<file path="src/sv/pew_pkg.sv">
// ----------------------------------------------------------------------------
// pew_pkg
// Shared sizes, codes and types of the paced EEPROM write queue.
// ----------------------------------------------------------------------------
package pew_pkg;

  localparam int QUEUE_DEPTH = 8;
  localparam int MAX_BURST   = 64;
  localparam int SLOT_BYTES  = 64;

  localparam int SLOT_W   = (QUEUE_DEPTH > 1) ? $clog2(QUEUE_DEPTH) : 1;
  localparam int QCNT_W   = $clog2(QUEUE_DEPTH + 1);
  localparam int BIDX_W   = $clog2(SLOT_BYTES);
  localparam int SIZE_W   = 7;
  localparam int BADDR_W  = SLOT_W + BIDX_W;

  localparam int TYPE_W   = 2;
  localparam int ADDR_W   = 16;
  localparam int DATA_W   = 8;
  localparam int STATUS_W = 2;
  localparam int GAP_W    = 8;

  typedef enum logic [TYPE_W-1:0] {
    REQ_PUSH    = 2'd0,
    REQ_TICK    = 2'd1,
    REQ_SERVICE = 2'd2
  } req_type_t;

  typedef enum logic [STATUS_W-1:0] {
    ST_ACCEPTED   = 2'd0,
    ST_TOO_LONG   = 2'd1,
    ST_QUEUE_FULL = 2'd2
  } status_t;

  typedef enum logic {
    KIND_STATUS = 1'b0,
    KIND_WRITE  = 1'b1
  } out_kind_t;

endpackage

</file>
<file path="src/sv/paced_eeprom_write_queue.sv">
// ----------------------------------------------------------------------------
// paced_eeprom_write_queue
// Queue of EEPROM page-write requests, released one at a time with a minimum
// tick gap between releases.
// ----------------------------------------------------------------------------
// Usage: an item transfers on a rising edge with start high and busy low.
// Push bytes, ticks and service checks that release nothing keep busy low.
// The push status appears on the out_ ports, with out_valid high, in the cycle
// after the final byte transfers. A service that releases a request of n bytes
// raises busy while it runs: the byte RAM read port streams one byte per cycle,
// and the bytes appear on consecutive cycles once the release registers and
// then the RAM read register have loaded, the last one flagged by out_write_end.
// Each result is shown for exactly one cycle and the receiver cannot stall it,
// so it must take every strobe. Write cfg_wdata with cfg_we while no release is
// in progress to set the minimum gap; the new value is registered before use.
// ----------------------------------------------------------------------------
module paced_eeprom_write_queue
  import pew_pkg::*;
(
  input  logic                clk,
  input  logic                rst_n,
  // item channel
  input  logic                start,
  output logic                busy,
  input  logic [TYPE_W-1:0]   in_req_type,
  input  logic [ADDR_W-1:0]   in_address,
  input  logic [DATA_W-1:0]   in_data_byte,
  input  logic                in_last_byte,
  // result channel
  output logic                out_valid,
  output logic                out_kind,
  output logic [STATUS_W-1:0] out_status,
  output logic [ADDR_W-1:0]   out_write_address,
  output logic [DATA_W-1:0]   out_write_data,
  output logic                out_write_end,
  // configuration
  input  logic                cfg_we,
  input  logic [GAP_W-1:0]    cfg_wdata
);

  // Per-slot request descriptors, read only at the head slot.
  logic [ADDR_W-1:0] req_addr_mem [QUEUE_DEPTH];
  logic [SIZE_W-1:0] req_size_mem [QUEUE_DEPTH];

  // Control state
  logic [GAP_W-1:0]  min_gap_r;
  logic [SLOT_W-1:0] head_r, tail_r;
  logic [QCNT_W-1:0] qcnt_r;
  logic [SIZE_W-1:0] asm_cnt_r;
  logic              asm_ovf_r;
  logic              blocked_r;
  logic [GAP_W-1:0]  tick_r;
  logic [GAP_W-1:0]  stamp_r;

  // Release sequencer
  logic              rel_active_r;
  logic [SLOT_W-1:0] rel_slot_r;
  logic [BIDX_W-1:0] rel_idx_r;
  logic [SIZE_W-1:0] rel_n_r;
  logic [ADDR_W-1:0] rel_addr_r;

  // Output stage
  logic                out_valid_r;
  logic                out_kind_r;
  logic [STATUS_W-1:0] out_status_r;
  logic                rd_end_r;

  // Item decode
  logic       acc;
  logic       is_push, is_tick, is_service;
  logic       full;
  logic       first_byte;
  logic       blocked_eff;
  logic       in_range;
  logic       store_byte;
  logic       ovf_eff;
  logic [SIZE_W-1:0] cnt_after;
  logic [GAP_W-1:0]  gap;
  logic       rel_go;
  logic       rel_last;
  status_t    push_st;
  logic [SLOT_W-1:0] tail_inc, head_inc;

  // Byte RAM ports
  logic               ram_we;
  logic [BADDR_W-1:0] ram_waddr, ram_raddr;
  logic [DATA_W-1:0]  ram_rdata;

  assign busy       = rel_active_r;
  assign acc        = start && !busy;
  assign is_push    = acc && (in_req_type == REQ_PUSH);
  assign is_tick    = acc && (in_req_type == REQ_TICK);
  assign is_service = acc && (in_req_type == REQ_SERVICE);

  // Fullness is judged at the first byte of a run and again at each byte.
  assign full        = (qcnt_r == QCNT_W'(QUEUE_DEPTH));
  assign first_byte  = (asm_cnt_r == '0) && !asm_ovf_r;
  assign blocked_eff = first_byte ? full : blocked_r;
  assign in_range    = (asm_cnt_r < SIZE_W'(MAX_BURST));
  assign store_byte  = is_push && in_range && !blocked_eff && !full;
  assign ovf_eff     = asm_ovf_r || !in_range;
  assign cnt_after   = in_range ? (asm_cnt_r + SIZE_W'(1)) : asm_cnt_r;

  always_comb begin
    if (ovf_eff) begin
      push_st = ST_TOO_LONG;
    end else if (blocked_eff || full) begin
      push_st = ST_QUEUE_FULL;
    end else begin
      push_st = ST_ACCEPTED;
    end
  end

  assign tail_inc = (tail_r == SLOT_W'(QUEUE_DEPTH - 1)) ? '0 : tail_r + SLOT_W'(1);
  assign head_inc = (head_r == SLOT_W'(QUEUE_DEPTH - 1)) ? '0 : head_r + SLOT_W'(1);

  // Release only with a request waiting and a wrapped gap above the minimum.
  assign gap      = tick_r - stamp_r;
  assign rel_go   = is_service && (qcnt_r != '0) && (gap > min_gap_r);
  assign rel_last = ({1'b0, rel_idx_r} == (rel_n_r - SIZE_W'(1)));

  assign ram_we    = store_byte;
  assign ram_waddr = {tail_r, asm_cnt_r[BIDX_W-1:0]};
  assign ram_raddr = {rel_slot_r, rel_idx_r};

  pew_byte_ram #(
    .AW (BADDR_W),
    .DW (DATA_W)
  ) u_byte_ram (
    .clk     (clk),
    .wr_en   (ram_we),
    .wr_addr (ram_waddr),
    .wr_data (in_data_byte),
    .rd_addr (ram_raddr),
    .rd_data (ram_rdata)
  );

  // Descriptor writes on an accepted final byte.
  always_ff @(posedge clk) begin
    if (is_push && in_last_byte && (push_st == ST_ACCEPTED)) begin
      req_addr_mem[tail_r] <= in_address;
      req_size_mem[tail_r] <= cnt_after;
    end
  end

  // Payload registers of the release, no reset needed.
  always_ff @(posedge clk) begin
    if (rel_go) begin
      rel_slot_r <= head_r;
      rel_n_r    <= req_size_mem[head_r];
      rel_addr_r <= req_addr_mem[head_r];
    end
    out_status_r <= push_st;
    rd_end_r     <= rel_last;
  end

  always_ff @(posedge clk) begin
    if (!rst_n) begin
      min_gap_r    <= GAP_W'(5);
      head_r       <= '0;
      tail_r       <= '0;
      qcnt_r       <= '0;
      asm_cnt_r    <= '0;
      asm_ovf_r    <= 1'b0;
      blocked_r    <= 1'b0;
      tick_r       <= '0;
      stamp_r      <= '0;
      rel_active_r <= 1'b0;
      rel_idx_r    <= '0;
      out_valid_r  <= 1'b0;
      out_kind_r   <= KIND_STATUS;
    end else begin
      if (cfg_we) begin
        min_gap_r <= cfg_wdata;
      end

      out_valid_r <= 1'b0;

      // Push: assemble the run, give status on the final byte.
      if (is_push) begin
        if (in_last_byte) begin
          asm_cnt_r   <= '0;
          asm_ovf_r   <= 1'b0;
          blocked_r   <= 1'b0;
          out_valid_r <= 1'b1;
          out_kind_r  <= KIND_STATUS;
          if (push_st == ST_ACCEPTED) begin
            tail_r <= tail_inc;
            qcnt_r <= qcnt_r + QCNT_W'(1);
          end
        end else begin
          asm_cnt_r <= cnt_after;
          asm_ovf_r <= ovf_eff;
          blocked_r <= blocked_eff;
        end
      end

      if (is_tick) begin
        tick_r <= tick_r + GAP_W'(1);
      end

      // Service: stamp, dequeue at once, then stream the slot.
      if (rel_go) begin
        stamp_r      <= tick_r;
        head_r       <= head_inc;
        qcnt_r       <= qcnt_r - QCNT_W'(1);
        rel_active_r <= 1'b1;
        rel_idx_r    <= '0;
      end

      // Each read cycle yields one byte on the next cycle.
      if (rel_active_r) begin
        out_valid_r <= 1'b1;
        out_kind_r  <= KIND_WRITE;
        rel_idx_r   <= rel_idx_r + BIDX_W'(1);
        if (rel_last) begin
          rel_active_r <= 1'b0;
        end
      end
    end
  end

  // Drive the unused fields of each result kind to zero.
  assign out_valid         = out_valid_r;
  assign out_kind          = out_kind_r;
  assign out_status        = (out_kind_r == KIND_STATUS) ? out_status_r : STATUS_W'(0);
  assign out_write_address = (out_kind_r == KIND_WRITE) ? rel_addr_r : '0;
  assign out_write_data    = (out_kind_r == KIND_WRITE) ? ram_rdata : '0;
  assign out_write_end     = (out_kind_r == KIND_WRITE) && rd_end_r;

  // Assertions
  a_status_follows_last: assert property (@(posedge clk) disable iff (!rst_n)
    is_push && in_last_byte |=> out_valid && (out_kind == KIND_STATUS))
    else $error("push final byte without status result");

  a_release_busy: assert property (@(posedge clk) disable iff (!rst_n)
    rel_go |=> busy)
    else $error("release started without raising busy");

  a_no_write_during_release: assert property (@(posedge clk) disable iff (!rst_n)
    rel_active_r |-> !ram_we)
    else $error("byte RAM written during a release");

  a_count_bound: assert property (@(posedge clk) disable iff (!rst_n)
    qcnt_r <= QCNT_W'(QUEUE_DEPTH))
    else $error("queue count beyond depth");

  a_release_stream: assert property (@(posedge clk) disable iff (!rst_n)
    rel_active_r |=> out_valid && (out_kind == KIND_WRITE))
    else $error("release read cycle without a byte result");

endmodule

</file>
<file path="src/sv/pew_byte_ram.sv">
// ----------------------------------------------------------------------------
// pew_byte_ram
// Simple dual-port RAM: one write port, one read port with registered data.
// ----------------------------------------------------------------------------
module pew_byte_ram #(
  parameter int AW = 9,
  parameter int DW = 8
) (
  input  logic          clk,
  input  logic          wr_en,
  input  logic [AW-1:0] wr_addr,
  input  logic [DW-1:0] wr_data,
  input  logic [AW-1:0] rd_addr,
  output logic [DW-1:0] rd_data
);

  logic [DW-1:0] mem [2**AW];
  logic [DW-1:0] rd_data_r;

  always_ff @(posedge clk) begin
    if (wr_en) begin
      mem[wr_addr] <= wr_data;
    end
    rd_data_r <= mem[rd_addr];
  end

  assign rd_data = rd_data_r;

endmodule
</file>
<file path="config.mk">
export PLATFORM = sky130hd
export DESIGN_NAME = paced_eeprom_write_queue
export DESIGN_NICKNAME = d
export VERILOG_FILES = /design/src/sv/pew_pkg.sv /design/src/sv/paced_eeprom_write_queue.sv /design/src/sv/pew_byte_ram.sv
export SDC_FILE = /design/constraint.sdc
export NUM_CORES = 2
export LEC_CHECK = 0
export BUFFER_PORTS_ARGS = -buffer_cell sky130_fd_sc_hd__buf_2
export CORE_MARGIN = 2
export CORE_UTILIZATION = 31
export DETAILED_ROUTE_END_ITERATION = 7
export SLEW_MARGIN = 10
export SYNTH_ARGS = -nofsm -noshare
export SYNTH_HDL_FRONTEND = slang
export SYNTH_HIERARCHICAL = 1
export SYNTH_MEMORY_MAX_BITS = 65536
export SYNTH_SLANG_ARGS = --single-unit
</file>
<file path="constraint.sdc">
create_clock -name clk -period 9.2 [get_ports clk]
set_clock_uncertainty 0.1 [all_clocks]
set_input_delay 2.76 -clock clk [delete_from_list [all_inputs] [get_ports clk]]
set_output_delay 2.76 -clock clk [all_outputs]
set_load 0.005 [all_outputs]
</file>
Word-level counts from Yosys, hierarchy flattened:

Memory sizes are Yosys's and may differ from the RTL's. A register that Yosys moved wholly into a read port is not among the register bits.
Index checks and enable logic that the tools add are counted.

* $add $sub $neg: 9
* $lt $le $gt $ge: 2
* equal/unequal tests: 6
* muxes and demuxes: 31
* reductions and logical operators: 33

Operators by type and width (count)
* $mux 1: 16
* $mux 16: 1
* $mux 4: 4
* $mux 7: 2
* $logic_and 1x1->1: 13
* $mux 6: 2
* $reduce_bool 2->1: 6
* $add 8x1->8 const B: 1
* $gt 8x8->1: 1
* $mux 8: 1
* $sub 8x8->8: 1
* $add 7x1->7 const B: 1
* $eq 6x7->1: 1
* $logic_not 7->1: 1
* $lt 7x7->1 const B: 1
* $sub 7x1->7 const B: 1
* $add 3x1->3 const B: 2
* $add 6x1->6 const B: 1
* $eq 3x3->1 const B: 2
* $mux 2: 3
* $mux 3: 2
* $reduce_and 3->1: 2
* $logic_not 1->1: 5
* $add 4x1->4 const B: 1
* 8 further kinds: 10

* bits in registers: 58
* bits in writable memories: 4280
* input port bits: 39
* output and inout port bits: 30
* logic and storage cells: 100
* memories kept: 3

Memories
* u_byte_ram.mem: depth 512, width 8, read ports 1, clocked after memory_dff 1, write ports 1, RTL line pew_byte_ram.sv:17 `logic [DW-1:0] mem [2**AW];`
* req_addr_mem: depth 8, width 16, read ports 1, clocked after memory_dff 1, write ports 1, RTL line paced_eeprom_write_queue.sv:42 `logic [ADDR_W-1:0] req_addr_mem [QUEUE_DEPTH];`
* req_size_mem: depth 8, width 7, read ports 1, clocked after memory_dff 1, write ports 1, RTL line paced_eeprom_write_queue.sv:43 `logic [SIZE_W-1:0] req_size_mem [QUEUE_DEPTH];`

Depth between registers and ports, before layout:

* word-level depth: 11
* mapped depth: 21

By module:

The synthesis kept the hierarchy.

By module, submodules not included
* pew_byte_ram: instances 1, cells an instance 8030, area each 159927.1 µm², sequential area each 123158.1 µm²
* paced_eeprom_write_queue: instances 1, cells an instance 718, area each 11110.7 µm², sequential area each 7407.1 µm²

Worst setup path after synthesis:

Ideal clock, no wire load.

* path kind: input to register
* from: input port in_req_type[0]
* to: memory req_addr_mem[2][0] (enable)
* data arrival time: 6.291 ns
* path slack: 2.339 ns
* stages: 4
* cell sequence: nor4b_4 nand2_2 a2111o_1 nor4b_1

* cells in the longest elaborated chain, start to end: 6

RTL lines
* from (decl): RTL line paced_eeprom_write_queue.sv:25 `input logic [TYPE_W-1:0] in_req_type,`
* $logic_not 2->1: RTL line paced_eeprom_write_queue.sv:91 `assign is_push = acc && (in_req_type == REQ_PUSH);`
* $logic_and 1x1->1: RTL line paced_eeprom_write_queue.sv:91
* $logic_and 1x1->1 (2 in a row): RTL line paced_eeprom_write_queue.sv:140 `if (is_push && in_last_byte && (push_st == ST_ACCEPTED)) begin`
* $mux 1: RTL line paced_eeprom_write_queue.sv:140
* $mux 1 (not written as such): RTL line paced_eeprom_write_queue.sv:141 `req_addr_mem[tail_r] <= in_address;`
* to (decl): RTL line paced_eeprom_write_queue.sv:42

Every way passes these cells.

Final worst setup path:

* from: input port in_req_type[0]
* to: memory u_byte_ram.mem[138][4] (enable)

* cells in the longest elaborated chain, start to end: 7

RTL lines
* $logic_not 2->1: RTL line paced_eeprom_write_queue.sv:91
* $logic_and 1x1->1: RTL line paced_eeprom_write_queue.sv:91
* $logic_and 1x1->1 (3 in a row): RTL line paced_eeprom_write_queue.sv:100 `assign store_byte = is_push && in_range && !blocked_eff && !full;`
* net ram_we: RTL line paced_eeprom_write_queue.sv:85 `logic ram_we;`
* $mux 1: RTL line pew_byte_ram.sv:21 `if (wr_en) begin`
* $mux 1 (not written as such): RTL line pew_byte_ram.sv:22 `mem[wr_addr] <= wr_data;`
* to (decl): RTL line pew_byte_ram.sv:17

The timed path passes the listed nets, and every way through them passes these cells.

==> metrics <==
Reg area about 130,000 um^2; Area growth syn-to-layout 13.4%; register bit count reported by yosys 4,369; endpoints failing hold 0; final worst-path cycle share 62.8%; setup bufs post-CTS 0; ys async rst share 0%; Reg-to-Reg Start rel_idx_r[1]; deepest clock path buffer count 4; via count 89,500; Synth Net Count just under 9,000; initial antenna violation count 23; Worst setup EP type register; R2R setup slack 3.64 ns; Clk pin slew, worst setup/hold paths 0.06 ns; top cell type's share of synthesized area approximately three quarters; clock root cell clkbuf_16; LEAKAGE 55.7 nW; largest area contributor in the netlist edfxtp_1; routing usage on met2 between 20% and 30%; final hold slack 0.387 ns; largest net degree at the start of global routing 192; layout cell share with drive strength beyond 1 a little under a fifth; Max Clock Freq around 0.17 GHz; Total Routing Usage GR 16.3%; # port buffers 68; Post-DRT Antenna Nets 0; GRT Max-Usage Layer met2; placed inst area 179,000 um^2; Slew headroom approximately an eighth; # DRC 0; Std-Cell Rows 272; Max-Cap Viols 0; CP arrival approximately 6.3 ns; cts hold-fix bufs 0; sequential share of the synthesized area roughly three quarters; final setup violation count 0; fillers 50,300; # nets final 8,924; # IOs 69; GR Layer Usage met3 3.10%; worst slew pin tran 1.30 ns; most frequent cell after synthesis edfxtp_1; max-slew violations 0; reg-to-reg endpoint u_byte_ram/rd_data[4]; GP Congestion 0.916; vias per inst roughly 5.4; PD cells 208 nW/um^2; Core ar. about 550,000 um^2; Unique masters post-synth 73; commonest cells in the netlist 4,306 x edfxtp_1, 808 x mux2i_1, 700 x mux4_2, 636 x nor2_1, 371 x o221ai_1; peak supply drop 161 uV; Synth area leaders edfxtp_1 76%, mux4_2 9.2%, mux2i_1 4.7%, o221ai_1 1.9%, nor2_1 1.4%; CTS tree done; Worst R2R Path Depth 10; total gr overflow 0; Resized cells post-CTS 0; CTS Sinks 4,369; DR WL/cell 28.8 um; synthesized area 171,000 um^2; CP Data Required Time 9.72 ns; Pwr Total 40.4 mW; final non-filler cell area 194,000 um^2; Cells after Synth 8,748; hold path cells 2; Die ar. roughly 560,000 um^2; initial DRC count 13,300; Hold Path Sink stamp_r[7]; Routed WL 475,000 um; Startpoint Class input pin; H-tree levels 5; area of the multi-input gates 37,500 um^2; RSZ-0062 raised after global routing false; met1 Use GR 22.5%; clock latency on the worst-skew pair 0.99 ns; Crit Path Class input pin to register; Mean Syn Cell Area 19.6 um^2; largest fanout on the critical path 32; Post-synth top flop edfxtp_1; Setup TNS Final 0 ns; Post-synth EDFFs 4,306; status complete, no violations; Initial Util 31.1%; Yosys warning count 6; Pre-antenna DRT Iters 7; Worst Hold Class register to register; die width 747 um; HPWL Detailed 288,000 um; vias in the first global route 87,700; total CTS buffers 427; Die Height 747 um; first-pass GRT wire length 666,000 um; min cycle time layout between 5 and 6 ns; worst hold start stamp_r[7]
## cells by family (layout without fill, tap and decap cells)
| family | after synthesis | in the layout | share of synthesized area (%) |
|---|---|---|---|
| flops | 4369 | 4369 | 76.3 |
| mux | 1532 | 1532 | 14.1 |
| simple gates | 1150 | 1150 | 3.00 |
| compound gates | 1061 | 1061 | 4.32 |
| buf+inv | 577 | 1053 | 1.86 |
| xor+xnor | 31 | 31 | 0.159 |
| fa+ha+maj | 28 | 28 | 0.214 |
| other cells | 0 | 10 | 0 |
## sequential cells by signal, summed over array words and instances, names as in the netlist, 2 cells and up
signal	flops
tick_r	8
stamp_r	8
rel_addr_r	16
min_gap_r	8
head_r	3
req_addr_mem	128
qcnt_r	4
out_status_r	2
rel_n_r	7
asm_cnt_r	7
u_byte_ram/mem	4096
rel_idx_r	6
req_size_mem	56
rel_slot_r	3
tail_r	3
u_byte_ram/rd_data	8
## cells in the final DEF, fill, tap and decap left out, types with 35 or more instances in the layout
cell type   instances
nor4_1             37
mux2i_1           808
nand4_1            41
o221ai_1          371
and2_1             45
buf_2              60
clkbuf_1           76
a22oi_1            65
clkinv_2           72
clkinvlp_4         41
o22ai_1           164
nand3_1            49
edfxtp_1         4306
o21ai_0           140
a21oi_1           228
nor3_1            112
bufinv_16          64
buf_4             124
dfxtp_1            56
nor2_1            635
mux4_2            700
clkinv_1           61
nand2_1           128
clkbuf_16         435
buf_12             35
## worst max path at each step
stage	to	slack, ns	depth (start not counted)	from
6_report	u_byte_ram/mem[138][4]	3.42	7	in_req_type[0]
5_1_grt	u_byte_ram/mem[42][1]	3.38	7	in_req_type[0]
4_1_cts	u_byte_ram/mem[138][4]	3.56	7	in_req_type[0]
3_5_place_dp	u_byte_ram/mem[426][2]	2.47	7	in_req_type[0]
3_3_place_gp	u_byte_ram/mem[138][6]	2.56	7	in_req_type[0]
2_1_floorplan	req_addr_mem[2][0]	2.34	4	in_req_type[0]
## final cells by class
type / count / share of cell area, %
multi-input cells: 3802 / 19.3
well taps: 7261 / 4.68
diodes: 10 / 0.0129
inverters: 30 / 0.0619
flip-flops and latches: 4369 / 67.3
clock buffers: 514 / 5.78
clock inverters: 282 / 1.73
repair buffers: 227 / 1.06
## critical path: stages
cell and delay [ns]:
buf_2 0.14, nor4b_4 0.53, and3_1 0.42, nand2_1 0.12
nor2_1 0.58, nand2_4 0.79, nor2_1 0.88
## per-layer routing
metal,share of wire [%],up-vias
met3,9.8,888
met5,0.018,-
met1,40,46500
li1,-,36500
met2,47,5641
met4,3.6,12
## stage by stage
step	instances	utilization (%)	setup slack, ns
6_report	16500	35.3	3.42
5_1_grt	16500	35.3	3.38
4_1_cts	16500	35.3	3.56
3_5_place_dp	15700	32.6	2.47
3_3_place_gp	15700	32.6	2.56
2_1_floorplan	8748	-	2.34
## power by group
group	internal, mW	switching [mW]
Sequential	21.9	0.00320
Clock	10.5	7.52
Combinational	0.0558	0.462
Total	32.4	7.99
Note: power is estimated with default switching activity, not from simulation.
